--- src/rtl/lcg48_pkg.sv ---
// Shared types and constants of the 48-bit linear congruential generator.
`default_nettype none

package lcg48_pkg;

    localparam logic [47:0] LCG_MULT = 48'h0005_DEEC_E66D;
    localparam logic [47:0] LCG_ADD  = 48'h0000_0000_000B;
    localparam logic [47:0] LCG_SEED_RESET = LCG_MULT;

    typedef enum logic [2:0] {
        OP_RESEED  = 3'd0,
        OP_BITS    = 3'd1,
        OP_INT     = 3'd2,
        OP_BOUNDED = 3'd3,
        OP_LONG    = 3'd4,
        OP_BOOL    = 3'd5,
        OP_FLOAT   = 3'd6,
        OP_DOUBLE  = 3'd7
    } t_op;

    typedef enum logic [2:0] {
        S_IDLE,
        S_STEP_GO,
        S_STEP_WAIT,
        S_MOD_WAIT,
        S_POW2,
        S_DONE
    } t_state;

    // Status that each multi-cycle unit reports back to the sequencer.
    typedef struct packed {
        logic busy;
        logic done;
    } t_unit_stat;

endpackage

`default_nettype wire

--- src/rtl/lcg48_step.sv ---
// One generator step, s * multiplier + increment mod 2^48, over three 16-bit slices.
`default_nettype none

module lcg48_step
    import lcg48_pkg::*;
(
    input  wire logic        i_clk,
    input  wire logic        i_rst_n,
    input  wire logic        i_start,
    input  wire logic [47:0] i_state,
    output t_unit_stat       o_stat,
    output logic [47:0]      o_next
);

    logic [47:0] r_src;
    logic [47:0] r_acc;
    logic [1:0]  r_cnt;
    logic        r_busy;
    logic        r_done;

    logic [15:0] slice;
    logic [50:0] prod;
    logic [47:0] term;

    always_comb begin
        unique case (r_cnt)
            2'd0:    slice = r_src[15:0];
            2'd1:    slice = r_src[31:16];
            default: slice = r_src[47:32];
        endcase
        prod = {35'b0, slice} * {16'b0, LCG_MULT[34:0]};
        unique case (r_cnt)
            2'd0:    term = prod[47:0];
            2'd1:    term = {prod[31:0], 16'b0};
            default: term = {prod[15:0], 32'b0};
        endcase
    end

    always_ff @(posedge i_clk) begin
        if (!i_rst_n) begin
            r_busy <= 1'b0;
            r_done <= 1'b0;
            r_cnt  <= 2'd0;
        end else begin
            r_done <= r_busy && (r_cnt == 2'd2);
            if (i_start) begin
                r_busy <= 1'b1;
                r_cnt  <= 2'd0;
            end else if (r_busy) begin
                r_cnt <= r_cnt + 2'd1;
                if (r_cnt == 2'd2) begin
                    r_busy <= 1'b0;
                end
            end
        end
    end

    // The increment is folded in as the starting value of the sum.
    always_ff @(posedge i_clk) begin
        if (i_start) begin
            r_src <= i_state;
            r_acc <= LCG_ADD;
        end else if (r_busy) begin
            r_acc <= r_acc + term;
        end
    end

    assign o_stat.busy = r_busy;
    assign o_stat.done = r_done;
    assign o_next      = r_acc;

endmodule

`default_nettype wire

--- src/rtl/lcg48_mod.sv ---
// Restoring remainder unit for 31-bit operands, one quotient bit per cycle.
`default_nettype none

module lcg48_mod
    import lcg48_pkg::*;
(
    input  wire logic        i_clk,
    input  wire logic        i_rst_n,
    input  wire logic        i_start,
    input  wire logic [30:0] i_dividend,
    input  wire logic [30:0] i_divisor,
    output t_unit_stat       o_stat,
    output logic [30:0]      o_rem
);

    localparam logic [4:0] LAST_STEP = 5'd30;

    logic [30:0] r_dvd;
    logic [30:0] r_div;
    logic [30:0] r_rem;
    logic [4:0]  r_cnt;
    logic        r_busy;
    logic        r_done;

    logic [31:0] rem_sh;
    logic [31:0] diff;

    always_comb begin
        rem_sh = {r_rem, r_dvd[30]};
        diff   = rem_sh - {1'b0, r_div};
    end

    always_ff @(posedge i_clk) begin
        if (!i_rst_n) begin
            r_busy <= 1'b0;
            r_done <= 1'b0;
            r_cnt  <= 5'd0;
        end else begin
            r_done <= r_busy && (r_cnt == LAST_STEP);
            if (i_start) begin
                r_busy <= 1'b1;
                r_cnt  <= 5'd0;
            end else if (r_busy) begin
                r_cnt <= r_cnt + 5'd1;
                if (r_cnt == LAST_STEP) begin
                    r_busy <= 1'b0;
                end
            end
        end
    end

    always_ff @(posedge i_clk) begin
        if (i_start) begin
            r_dvd <= i_dividend;
            r_div <= i_divisor;
            r_rem <= 31'd0;
        end else if (r_busy) begin
            r_dvd <= {r_dvd[29:0], 1'b0};
            // The partial remainder stays below the divisor, so one subtract suffices.
            r_rem <= (rem_sh >= {1'b0, r_div}) ? diff[30:0] : rem_sh[30:0];
        end
    end

    assign o_stat.busy = r_busy;
    assign o_stat.done = r_done;
    assign o_rem       = r_rem;

endmodule

`default_nettype wire

--- src/rtl/lcg48_random_generator_top.sv ---
// Top level of the 48-bit linear congruential random generator with its sequencer.
//
//  Channel   Direction  Handshake                   Word
//  --------  ---------  --------------------------  ---------------------------------
//  input     in         i_in_valid / o_in_stall     i_op, i_seed_value, i_bit_count,
//                                                   i_bound
//  output    out        o_out_valid / i_out_stall   o_value
//
// One word is worked on at a time; o_in_stall is high from acceptance until the result
// has been placed in the output register. A reseed or a zero bound needs no generator
// step, a single draw or a bounded draw with a power-of-two bound takes one generator
// step, built on the three-pass 16 by 35 bit multiplier, and a long or double draw
// takes two. A bounded draw with a bound that is not a power of two adds the 31-step
// remainder loop, and every rejected draw repeats the generator step and the loop.
// Reset is synchronous and active low; it loads the generator state with the
// multiplier (a seed of zero). A stalled result waits in the output register while
// the next word may already be accepted and worked on.
`default_nettype none

module lcg48_random_generator_top
    import lcg48_pkg::*;
(
    input  wire logic        i_clk,
    input  wire logic        i_rst_n,
    input  wire logic        i_in_valid,
    output logic             o_in_stall,
    input  wire logic [2:0]  i_op,
    input  wire logic [63:0] i_seed_value,
    input  wire logic [5:0]  i_bit_count,
    input  wire logic [30:0] i_bound,
    output logic             o_out_valid,
    input  wire logic        i_out_stall,
    output logic [63:0]      o_value
);

    // Clamp a requested bit count to the range 1 to 32.
    function automatic logic [5:0] clamp_k(input logic [5:0] bc);
        logic [5:0] k;
        if (bc == 6'd0) begin
            k = 6'd1;
        end else if (bc > 6'd32) begin
            k = 6'd32;
        end else begin
            k = bc;
        end
        return k;
    endfunction

    // Number of state bits that the current draw of an operation takes.
    function automatic logic [5:0] k_for(input t_op op, input logic [5:0] kreq,
                                         input logic phase);
        logic [5:0] k;
        unique case (op)
            OP_BITS:    k = kreq;
            OP_BOUNDED: k = 6'd31;
            OP_BOOL:    k = 6'd1;
            OP_FLOAT:   k = 6'd24;
            OP_DOUBLE:  k = phase ? 6'd27 : 6'd26;
            default:    k = 6'd32;
        endcase
        return k;
    endfunction

    // Top k bits of the state, sign-extended from bit 31 (set only for a 32-bit draw).
    function automatic logic [63:0] draw_bits(input logic [47:0] s, input logic [5:0] k);
        logic [5:0]  sh;
        logic [31:0] v;
        sh = 6'd32 - k;
        v  = s[47:16] >> sh[4:0];
        return {{32{v[31]}}, v};
    endfunction

    t_state      r_state, n_state;
    t_op         r_op, n_op;
    logic [5:0]  r_k, n_k;
    logic [30:0] r_bound, n_bound;
    logic        r_pow2, n_pow2;
    logic        r_phase, n_phase;
    logic [47:0] r_lcg, n_lcg;
    logic [31:0] r_hi, n_hi;
    logic [30:0] r_rnd, n_rnd;
    logic [63:0] r_res, n_res;
    logic        r_out_valid, n_out_valid;
    logic [63:0] r_value, n_value;

    logic        mul_start;
    logic        mod_start;
    t_unit_stat  mul_stat;
    t_unit_stat  mod_stat;
    logic [47:0] mul_next;
    logic [30:0] mod_rem;

    logic [5:0]  cur_k;
    logic [63:0] drawn;
    logic [31:0] rej_sum;
    logic [61:0] pow2_prod;
    logic [30:0] in_lowbit;
    logic        out_load;

    lcg48_step u_step (
        .i_clk   (i_clk),
        .i_rst_n (i_rst_n),
        .i_start (mul_start),
        .i_state (r_lcg),
        .o_stat  (mul_stat),
        .o_next  (mul_next)
    );

    lcg48_mod u_mod (
        .i_clk      (i_clk),
        .i_rst_n    (i_rst_n),
        .i_start    (mod_start),
        .i_dividend (drawn[30:0]),
        .i_divisor  (r_bound),
        .o_stat     (mod_stat),
        .o_rem      (mod_rem)
    );

    always_comb begin
        cur_k     = k_for(r_op, r_k, r_phase);
        drawn     = draw_bits(mul_next, cur_k);
        // A draw is rejected when r - v + (bound - 1) reaches bit 31.
        rej_sum   = {1'b0, r_rnd} - {1'b0, mod_rem} + {1'b0, r_bound} - 32'd1;
        // For a power-of-two bound the product shifted down keeps the top bits of r.
        pow2_prod = {31'b0, r_bound} * {31'b0, r_rnd};
        in_lowbit = i_bound & (~i_bound + 31'd1);
    end

    always_comb begin
        n_state     = r_state;
        n_op        = r_op;
        n_k         = r_k;
        n_bound     = r_bound;
        n_pow2      = r_pow2;
        n_phase     = r_phase;
        n_lcg       = r_lcg;
        n_hi        = r_hi;
        n_rnd       = r_rnd;
        n_res       = r_res;
        n_out_valid = r_out_valid;
        n_value     = r_value;
        mul_start   = 1'b0;
        mod_start   = 1'b0;
        out_load    = 1'b0;

        if (r_out_valid && !i_out_stall) begin
            n_out_valid = 1'b0;
        end

        unique case (r_state)
            S_IDLE: begin
                if (i_in_valid) begin
                    n_op    = t_op'(i_op);
                    n_k     = clamp_k(i_bit_count);
                    n_bound = i_bound;
                    n_pow2  = (in_lowbit == i_bound);
                    n_phase = 1'b0;
                    if (t_op'(i_op) == OP_RESEED) begin
                        n_lcg   = i_seed_value[47:0] ^ LCG_MULT;
                        n_res   = 64'd0;
                        n_state = S_DONE;
                    end else if ((t_op'(i_op) == OP_BOUNDED) && (i_bound == 31'd0)) begin
                        // A zero bound gives zero and leaves the state untouched.
                        n_res   = 64'd0;
                        n_state = S_DONE;
                    end else begin
                        n_state = S_STEP_GO;
                    end
                end
            end
            S_STEP_GO: begin
                mul_start = 1'b1;
                n_state   = S_STEP_WAIT;
            end
            S_STEP_WAIT: begin
                if (mul_stat.done) begin
                    n_lcg = mul_next;
                    unique case (r_op)
                        OP_LONG: begin
                            if (!r_phase) begin
                                n_hi    = drawn[31:0];
                                n_phase = 1'b1;
                                n_state = S_STEP_GO;
                            end else begin
                                n_res   = {r_hi, 32'b0} + drawn;
                                n_state = S_DONE;
                            end
                        end
                        OP_DOUBLE: begin
                            if (!r_phase) begin
                                n_hi    = drawn[31:0];
                                n_phase = 1'b1;
                                n_state = S_STEP_GO;
                            end else begin
                                n_res   = {11'b0, r_hi[25:0], drawn[26:0]};
                                n_state = S_DONE;
                            end
                        end
                        OP_BOUNDED: begin
                            n_rnd = drawn[30:0];
                            if (r_pow2) begin
                                n_state = S_POW2;
                            end else begin
                                mod_start = 1'b1;
                                n_state   = S_MOD_WAIT;
                            end
                        end
                        default: begin
                            n_res   = drawn;
                            n_state = S_DONE;
                        end
                    endcase
                end
            end
            S_MOD_WAIT: begin
                if (mod_stat.done) begin
                    if (rej_sum[31]) begin
                        n_state = S_STEP_GO;
                    end else begin
                        n_res   = {33'b0, mod_rem};
                        n_state = S_DONE;
                    end
                end
            end
            S_POW2: begin
                n_res   = {33'b0, pow2_prod[61:31]};
                n_state = S_DONE;
            end
            S_DONE: begin
                if (!r_out_valid || !i_out_stall) begin
                    out_load    = 1'b1;
                    n_value     = r_res;
                    n_out_valid = 1'b1;
                    n_state     = S_IDLE;
                end
            end
            default: begin
                n_state = S_IDLE;
            end
        endcase
    end

    always_ff @(posedge i_clk) begin
        if (!i_rst_n) begin
            r_state     <= S_IDLE;
            r_out_valid <= 1'b0;
            r_lcg       <= LCG_SEED_RESET;
        end else begin
            r_state     <= n_state;
            r_out_valid <= n_out_valid;
            r_lcg       <= n_lcg;
        end
    end

    always_ff @(posedge i_clk) begin
        r_op    <= n_op;
        r_k     <= n_k;
        r_bound <= n_bound;
        r_pow2  <= n_pow2;
        r_phase <= n_phase;
        r_hi    <= n_hi;
        r_rnd   <= n_rnd;
        r_res   <= n_res;
        r_value <= n_value;
    end

    assign o_in_stall  = (r_state != S_IDLE);
    assign o_out_valid = r_out_valid;
    assign o_value     = r_value;

    // An accepted word always holds off the next one by raising o_in_stall.
    a_accept_stalls: assert property (@(posedge i_clk) disable iff (!i_rst_n)
        (i_in_valid && !o_in_stall) |=> o_in_stall)
        else $error("input not stalled after acceptance");

    // The remainder unit is never restarted while it is still iterating.
    a_mod_start_free: assert property (@(posedge i_clk) disable iff (!i_rst_n)
        mod_start |-> !mod_stat.busy)
        else $error("remainder unit started while busy");

    // The two units never run at the same time.
    a_units_exclusive: assert property (@(posedge i_clk) disable iff (!i_rst_n)
        !(mul_stat.busy && mod_stat.busy))
        else $error("step and remainder units busy together");

    // Loading a result makes it visible and frees the input side in the next cycle.
    a_load_visible: assert property (@(posedge i_clk) disable iff (!i_rst_n)
        out_load |=> (o_out_valid && !o_in_stall))
        else $error("loaded result not presented");

endmodule

`default_nettype wire
--- config.mk ---
export PLATFORM = sky130hd
export DESIGN_NAME = lcg48_random_generator_top
export DESIGN_NICKNAME = d
export VERILOG_FILES = /design/src/rtl/lcg48_pkg.sv /design/src/rtl/lcg48_step.sv /design/src/rtl/lcg48_mod.sv /design/src/rtl/lcg48_random_generator_top.sv
export SDC_FILE = /design/constraint.sdc
export NUM_CORES = 2
export LEC_CHECK = 0
export BUFFER_PORTS_ARGS = -buffer_cell sky130_fd_sc_hd__buf_4
export CAP_MARGIN = 40
export CORE_MARGIN = 2
export CORE_UTILIZATION = 55
export DETAILED_ROUTE_END_ITERATION = 7
export PLACE_DENSITY_LB_ADDON = 0.05
export RECOVER_POWER = 100
export SLEW_MARGIN = 20
export SYNTH_ARGS = -nofsm -noshare
export SYNTH_HDL_FRONTEND = slang
export SYNTH_SLANG_ARGS = --single-unit
--- constraint.sdc ---
create_clock -name i_clk -period 13.2 [get_ports i_clk]
set_clock_uncertainty 0.15 [all_clocks]
set_input_delay 0.66 -clock i_clk [delete_from_list [all_inputs] [get_ports i_clk]]
set_output_delay 0.66 -clock i_clk [all_outputs]
set_load 0.05 [all_outputs]
Word level (Yosys, flattened, before mapping)
Index checks and enable logic that the tools add are counted.
W data, S select, Z words.
{ "totals": {"out_inout_bits": 66, "elab_cells": 150, "in_bits": 108, "regBits": 484} }
{ "op_classes": {"order_cmp": 2, "bitwise_logic": 5, "eq_ne": 27, "n_mul": 2, "muxes": 51, "shifts": 1, "n_reduce_logical": 28, "n_addsub": 10} }
{ "ops": {"columns": ["op", "count"], "rows": [
  ["$mux W64", 8],
  ["$pmux W64 S4", 1],
  ["$pmux W48 S2", 2],
  ["$pmux W64 S3", 1],
  ["$mux W48", 3],
  ["$mux W31", 3],
  ["$add A64 B64 Y64", 1],
  ["$mul A31 B31 Y62", 1],
  ["$add A48 B48 Y48", 1],
  ["$mul A16 B35 Y48 const B", 1],
  ["$add A32 B31 Y32", 1],
  ["$ge A32 B31 Y1", 1],
  ["$pmux W16 S2", 1],
  ["$shr A32 B5 Y32", 1],
  ["$sub A31 B31 Y32", 1],
  ["$sub A32 B1 Y32 const B", 1],
  ["$add A31 B1 Y31 const B", 1],
  ["$and A31 B31 Y31", 1],
  ["$eq A31 B31 Y1", 1],
  ["$logic_not A31 Y1", 1],
  ["$not A31 Y31", 1],
  ["$sub A31 B31 Y31", 1],
  ["$mux W3", 9],
  ["$pmux W5 S5", 1],
  ["33 further kinds", 82]
]} }

Depth between registers and ports, before layout
{ "depth": {"depth_word": 9, "ltp_mapped": 48, "depth_no_buf": 44} }

By module
Synthesis repeated with hierarchy kept, for this count alone.
{ "unflattened": {"hier_cells": 7251, "hier_area_um2": 67467.2} }
{ "modules_own_cells": {"columns": ["module", "seq_area_each_um2", "cells_per_inst", "instances", "area_per_inst_um2"], "rows": [
  ["lcg48_random_generator_top", 8007.7, 4867, 1, 44995.7],
  ["lcg48_step", 2482.4, 1813, 1, 16575.9],
  ["lcg48_mod", 2622.5, 571, 1, 5895.7]
]} }

Worst setup path after synthesis
OpenSTA, ideal clock, no wires.
{ "synth_path": {"kind": "register to register", "startpoint": "reg u_step.r_cnt[1]", "endpoint": "reg u_step.r_acc[47], in the netlist u_step.o_next[47]", "path_buffers": 4, "arrival_time_ns": 9.362, "path_stages_with_launch": 45, "required_time_ns": 12.979, "path_slack_ns": 3.618, "synth_period_minus_slack_ns": 9.582, "setup_ns": 0.071, "cell_sequence": "dfxtp_1 -> inv_1 -> ha_1 -> clkbuf_1 -> inv_1 -> clkbuf_1 -> clkbuf_1 -> nor2_1 -> o21ai_0 -> o21a_1 -> inv_1 -> fa_1 -> fa_1 -> inv_1 -> fa_1 -> inv_1 -> fa_1 -> fa_1 -> [... 9 more ...] -> nor2_1 -> o21ai_0 -> nor2_1 -> xnor2_1 -> a22o_1 -> ha_1 -> a21o_1 -> a21o_1 -> a21oi_1 -> nand2_1 -> a31oi_1 -> a21oi_1 -> a2111oi_0 -> o31ai_1 -> a21o_1 -> xor2_1 -> or3_1 -> a21oi_1"} }
{ "synth_between": {"elab_chain_cells": 5, "elab_cells_between_ends": 6, "cone_classes": "add/sub (1); mul (1); eq/ne (1); mux (2); reduce/logical (1)"} }
{ "synth_rtl": {"columns": ["item", "line", "text"], "rows": [
  ["start: declaration", "lcg48_step.sv:17", "logic [1:0] r_cnt;"],
  ["start signal: assignment", "lcg48_step.sv:50", "r_cnt <= r_cnt + 2'd1;"],
  ["$eq A2 B1 Y1 or $logic_not A2 Y1 (tied branches)", "lcg48_step.sv:26, lcg48_step.sv:32", null],
  ["$pmux W16 S2", "lcg48_step.sv:26", "unique case (r_cnt)"],
  ["$mul A16 B35 Y48", "lcg48_step.sv:31", "prod = {35'b0, slice} * {16'b0, LCG_MULT[34:0]};"],
  ["$pmux W48 S2 *", "lcg48_step.sv:32", "unique case (r_cnt)"],
  ["$add A48 B48 Y48 *", "lcg48_step.sv:64", "r_acc <= r_acc + term;"],
  ["end signal: assignment", "lcg48_step.sv:64", null],
  ["end: declaration", "lcg48_step.sv:16", "logic [47:0] r_acc;"]
]} }
Every way passes the cells marked *; elsewhere a longest branch is shown, timed or not.
A chain may end at the register's enable or synchronous reset.

Worst setup path in the final report
{ "layout_path": {"startpoint": "reg r_bound[20]", "endpoint": "reg r_res[29], data pin"} }
{ "layout_between": {"elab_chain_cells": 2} }
{ "layout_rtl": {"columns": ["item", "line", "text"], "rows": [
  ["start: declaration", "lcg48_random_generator_top.sv:76", "logic [30:0] r_bound, n_bound;"],
  ["start signal: assignment", "lcg48_random_generator_top.sv:258", "r_bound <= n_bound;"],
  ["$mul A31 B31 Y62", "lcg48_random_generator_top.sv:125", "pow2_prod = {31'b0, r_bound} * {31'b0, r_rnd};"],
  ["$pmux W64 S4", "lcg48_random_generator_top.sv:150", "unique case (r_state)"],
  ["net n_res[29]", "lcg48_random_generator_top.sv:82", "logic [63:0] r_res, n_res;"],
  ["end signal: assignment", "lcg48_random_generator_top.sv:263", "r_res <= n_res;"],
  ["end: declaration", "lcg48_random_generator_top.sv:82", null]
]} }
The timed path passes the listed nets, and every way through them passes these cells.

==> out/metrics.cfg <==
[run_status]
status = finished, violations left
violations = max-capacitance violations, max-slew violations

[finish]
drive_gt1_share_pct = 3.71
multiInputGateArea_um2 = 46600
syn_to_final_growth_pct = 6.89
ff_latch_area_um2 = 13100
fin_nets = 8973
fill_cells = 10824

[sta]
fin_tns_setup_ps = 0
setup_viol = 0
slew_violations = 1357
period_minus_slack_ps = 11910
grt_setup_unrepaired = false
timing.final.crit_share_pct = 90.2
worst_pin_slew_ps = 3510
hold_viol_final = 0
max_freq_ghz = 0.0840
slew_headroom_pct = -134

[clocking]
clkSinkCount = 484
cts_resized = 0
clock_latency_ps = 620
postCtsSetupRepairBufs = 0
cts_hold_buf = 0
cts_tree = done
path_clk_slew_ps = 70
cts_root_buf = clkbuf_16
cts-buffers-inserted = 47
h-tree-depth = 2
clockBufferDepth = 3

[detailed_routing]
drt-vias-per-instance = 5.79
drc = 0
drtAntennaViolNets = 0
drt_wl_total_mm = 213
top_layer_used = met5
wl_met2_mm = 100
drtPass1Iterations = 8
initialDrtViolationCount = 4249
vias = 51348
wl_met1_mm = 81.5
wl_met3_mm = 16.9
wl_per_cell_um = 24.0

[setup_path]
crit_top_cell = fa_1
crit_fanout = 30
crit_family = adder cells
path_class = reg -> reg
cp.required_ps = 13350
endpoint_kind = flip-flop
arrival_ps = 12060
slowest_delay_ps = 2090
crit_slowest_cell = clkbuf_1
crit_buf_inv = 7
critPathLaunchType = flip-flop

[synthesis]
synth-xor-area-share_pct = 2.27
synth_compound_gate_area_share_pct = 9.54
yosys_register_bits = 484
yosysWarnings = 0
synth_area_leaders = fa_1 (33%), edfxtp_1 (15%), ha_1 (11%), inv_1 (8.1%), nand2_1 (6.6%)
seq_area_frac_synth_pct = 19.8
synth_edf_count = 342
avgSynthCellArea_um2 = 9.26
syn-cell-area_um2 = 66300
synthSimpleGateAreaFrac_pct = 12.6
synthAdderAreaFrac_pct = 43.7
syn-instance-count = 7162
syn-num-nets = 8923
synthMuxAreaShare_pct = 2.22
ys_dominant_reg_cell = edfxtp_1
synth_top_family_by_area = adder cells
synthArstFlopShare_pct = 0
ys_types = 78
synth_top_area_share_pct = 33.0
yosysTopAreaCell = fa_1

[placed_design]
portBuffers = 157
dp_hpwl_mm = 167
place_congestion = 0.973

[die]
core_area_um2 = 120000
rows = 127
start_util_pct = 55.3
die_x_um = 351
die_area_um2 = 123000
io_pins = 174
die_h_um = 351

[global_routing]
grt_pass1_vias = 51988
grt_max_degree = 86
antenna_found_initial = 9
grt_pass1_wl_mm = 320
grt_util_all_layers_pct = 34.9
grt-ovfl-total = 0

[run]
drv_cap = 37

[worst_hold_path]
holdCritPathClass = in -> reg

## per-stage QoR
step                      util [%]  cell area (µm²)  worst slack (ps)  hold slack (ps)  instances
after global routing          59.1            70800               944              122       8862
after detailed placement      58.1            69700              1920              255       8764
after global placement        57.9            69400              1710              253       8742
final                         59.1            70900              1290              130       8867
after floorplan                  -            66300              3620              250       7162
after CTS                     59.6            71400              1850             61.9       8851
## per-layer routing
layer  global-route usage [%]  vias up
met5                        0        -
met1                     44.3    25776
met2                     57.1     2221
li1                         -    22761
met3                     5.90      588
met4                     19.3        2
## kinds of logic after synthesis
logic type | after synthesis
mux | 141
buf+inv | 1753
flops | 484
xor+xnor | 172
simple gates | 1966
fa+ha+maj | 1657
compound gates | 989
## cells in the mapped netlist (31+ instances only)
cell	instances
nand2_1	1162
and3_1	38
inv_1	1427
mux2i_1	131
clkbuf_1	278
fa_1	1094
edfxtp_1	342
nor3_1	49
dfxtp_1	142
xor2_1	60
nor2b_1	49
ha_1	559
a21o_1	139
nand3_1	91
a21oi_1	293
o211ai_1	36
o21a_1	32
nand2b_1	46
and2_1	47
nand4_1	36
nor2_1	378
o21ai_0	216
a31oi_1	31
xnor2_1	112
## worst paths after layout
check | slack [ps] | cells after the start | end | startpoint
setup / recovery | 1290 | 27 | r_res[29]$_DFFE_PP_ | r_bound[20]$_DFFE_PP_
hold / removal | 130 | 1 | r_bound[4]$_DFFE_PP_ | i_bound[4]
hold reg to reg | 270 | 0 | o_value[24]$_DFFE_PP_ | r_res[24]$_DFFE_PP_
setup reg to reg | 1290 | 27 | r_res[29]$_DFFE_PP_ | r_bound[20]$_DFFE_PP_
## flip-flops by register name, indices dropped and copies added (netlist names), 5 cells and up
register and count:
o_value 64, u_mod.r_div 31, r_hi 32, u_step.o_next 48, r_k 5, r_lcg 48, r_rnd 31, u_mod.o_rem 31
r_bound 31, u_step.r_src 48, u_mod.r_cnt 5, u_mod.r_dvd 31, r_res 64
## layout make-up
type / instances / area share [%]
Tap cell: 1612 / 2.85
Multi-Input combinational cell: 4925 / 65.8
Clock inverter: 29 / 0.721
Clock buffer: 58 / 1.80
Antenna cell: 5 / 0.0177
Timing Repair Buffer: 317 / 2.68
Sequential cell: 484 / 18.5
Inverter: 1437 / 7.61
## worst register-to-register path: cells and delay by family, from the launching register on
kind / cells / cell delay [ps]
fa+ha+maj: 9 / 4580
compound gates: 8 / 2750
flops: 1 / 320
buf+inv: 7 / 2680
xor+xnor: 1 / 230
simple gates: 2 / 890
## cell usage in the layout (no fill, tap or decap), drive strengths merged, types with 16 or more instances in the layout
cell type	netlist	layout
a31oi	31	31
xnor2	112	112
nand2b	46	46
and3	38	38
and2	47	47
a211oi	28	28
o211a	27	27
o21ai	222	222
fa	1094	1094
inv	1434	1437
nand4	36	36
mux2i	131	131
nor2	378	378
nand2	1162	1162
o221ai	16	16
xor2	60	60
o211ai	36	36
nor3	49	49
o21bai	20	20
nor2b	49	49
or3	18	18
o31ai	16	16
nand3	91	91
edfxtp	342	342
ha	559	559
a22oi	25	25
clkbuf	278	229
a21o	139	139
buf	38	146
o21a	32	32
dfxtp	142	142
a21oi	293	293
Power is not shown: default switching activity piles up to over one toggle a cycle in this logic, so the estimate is an artifact.
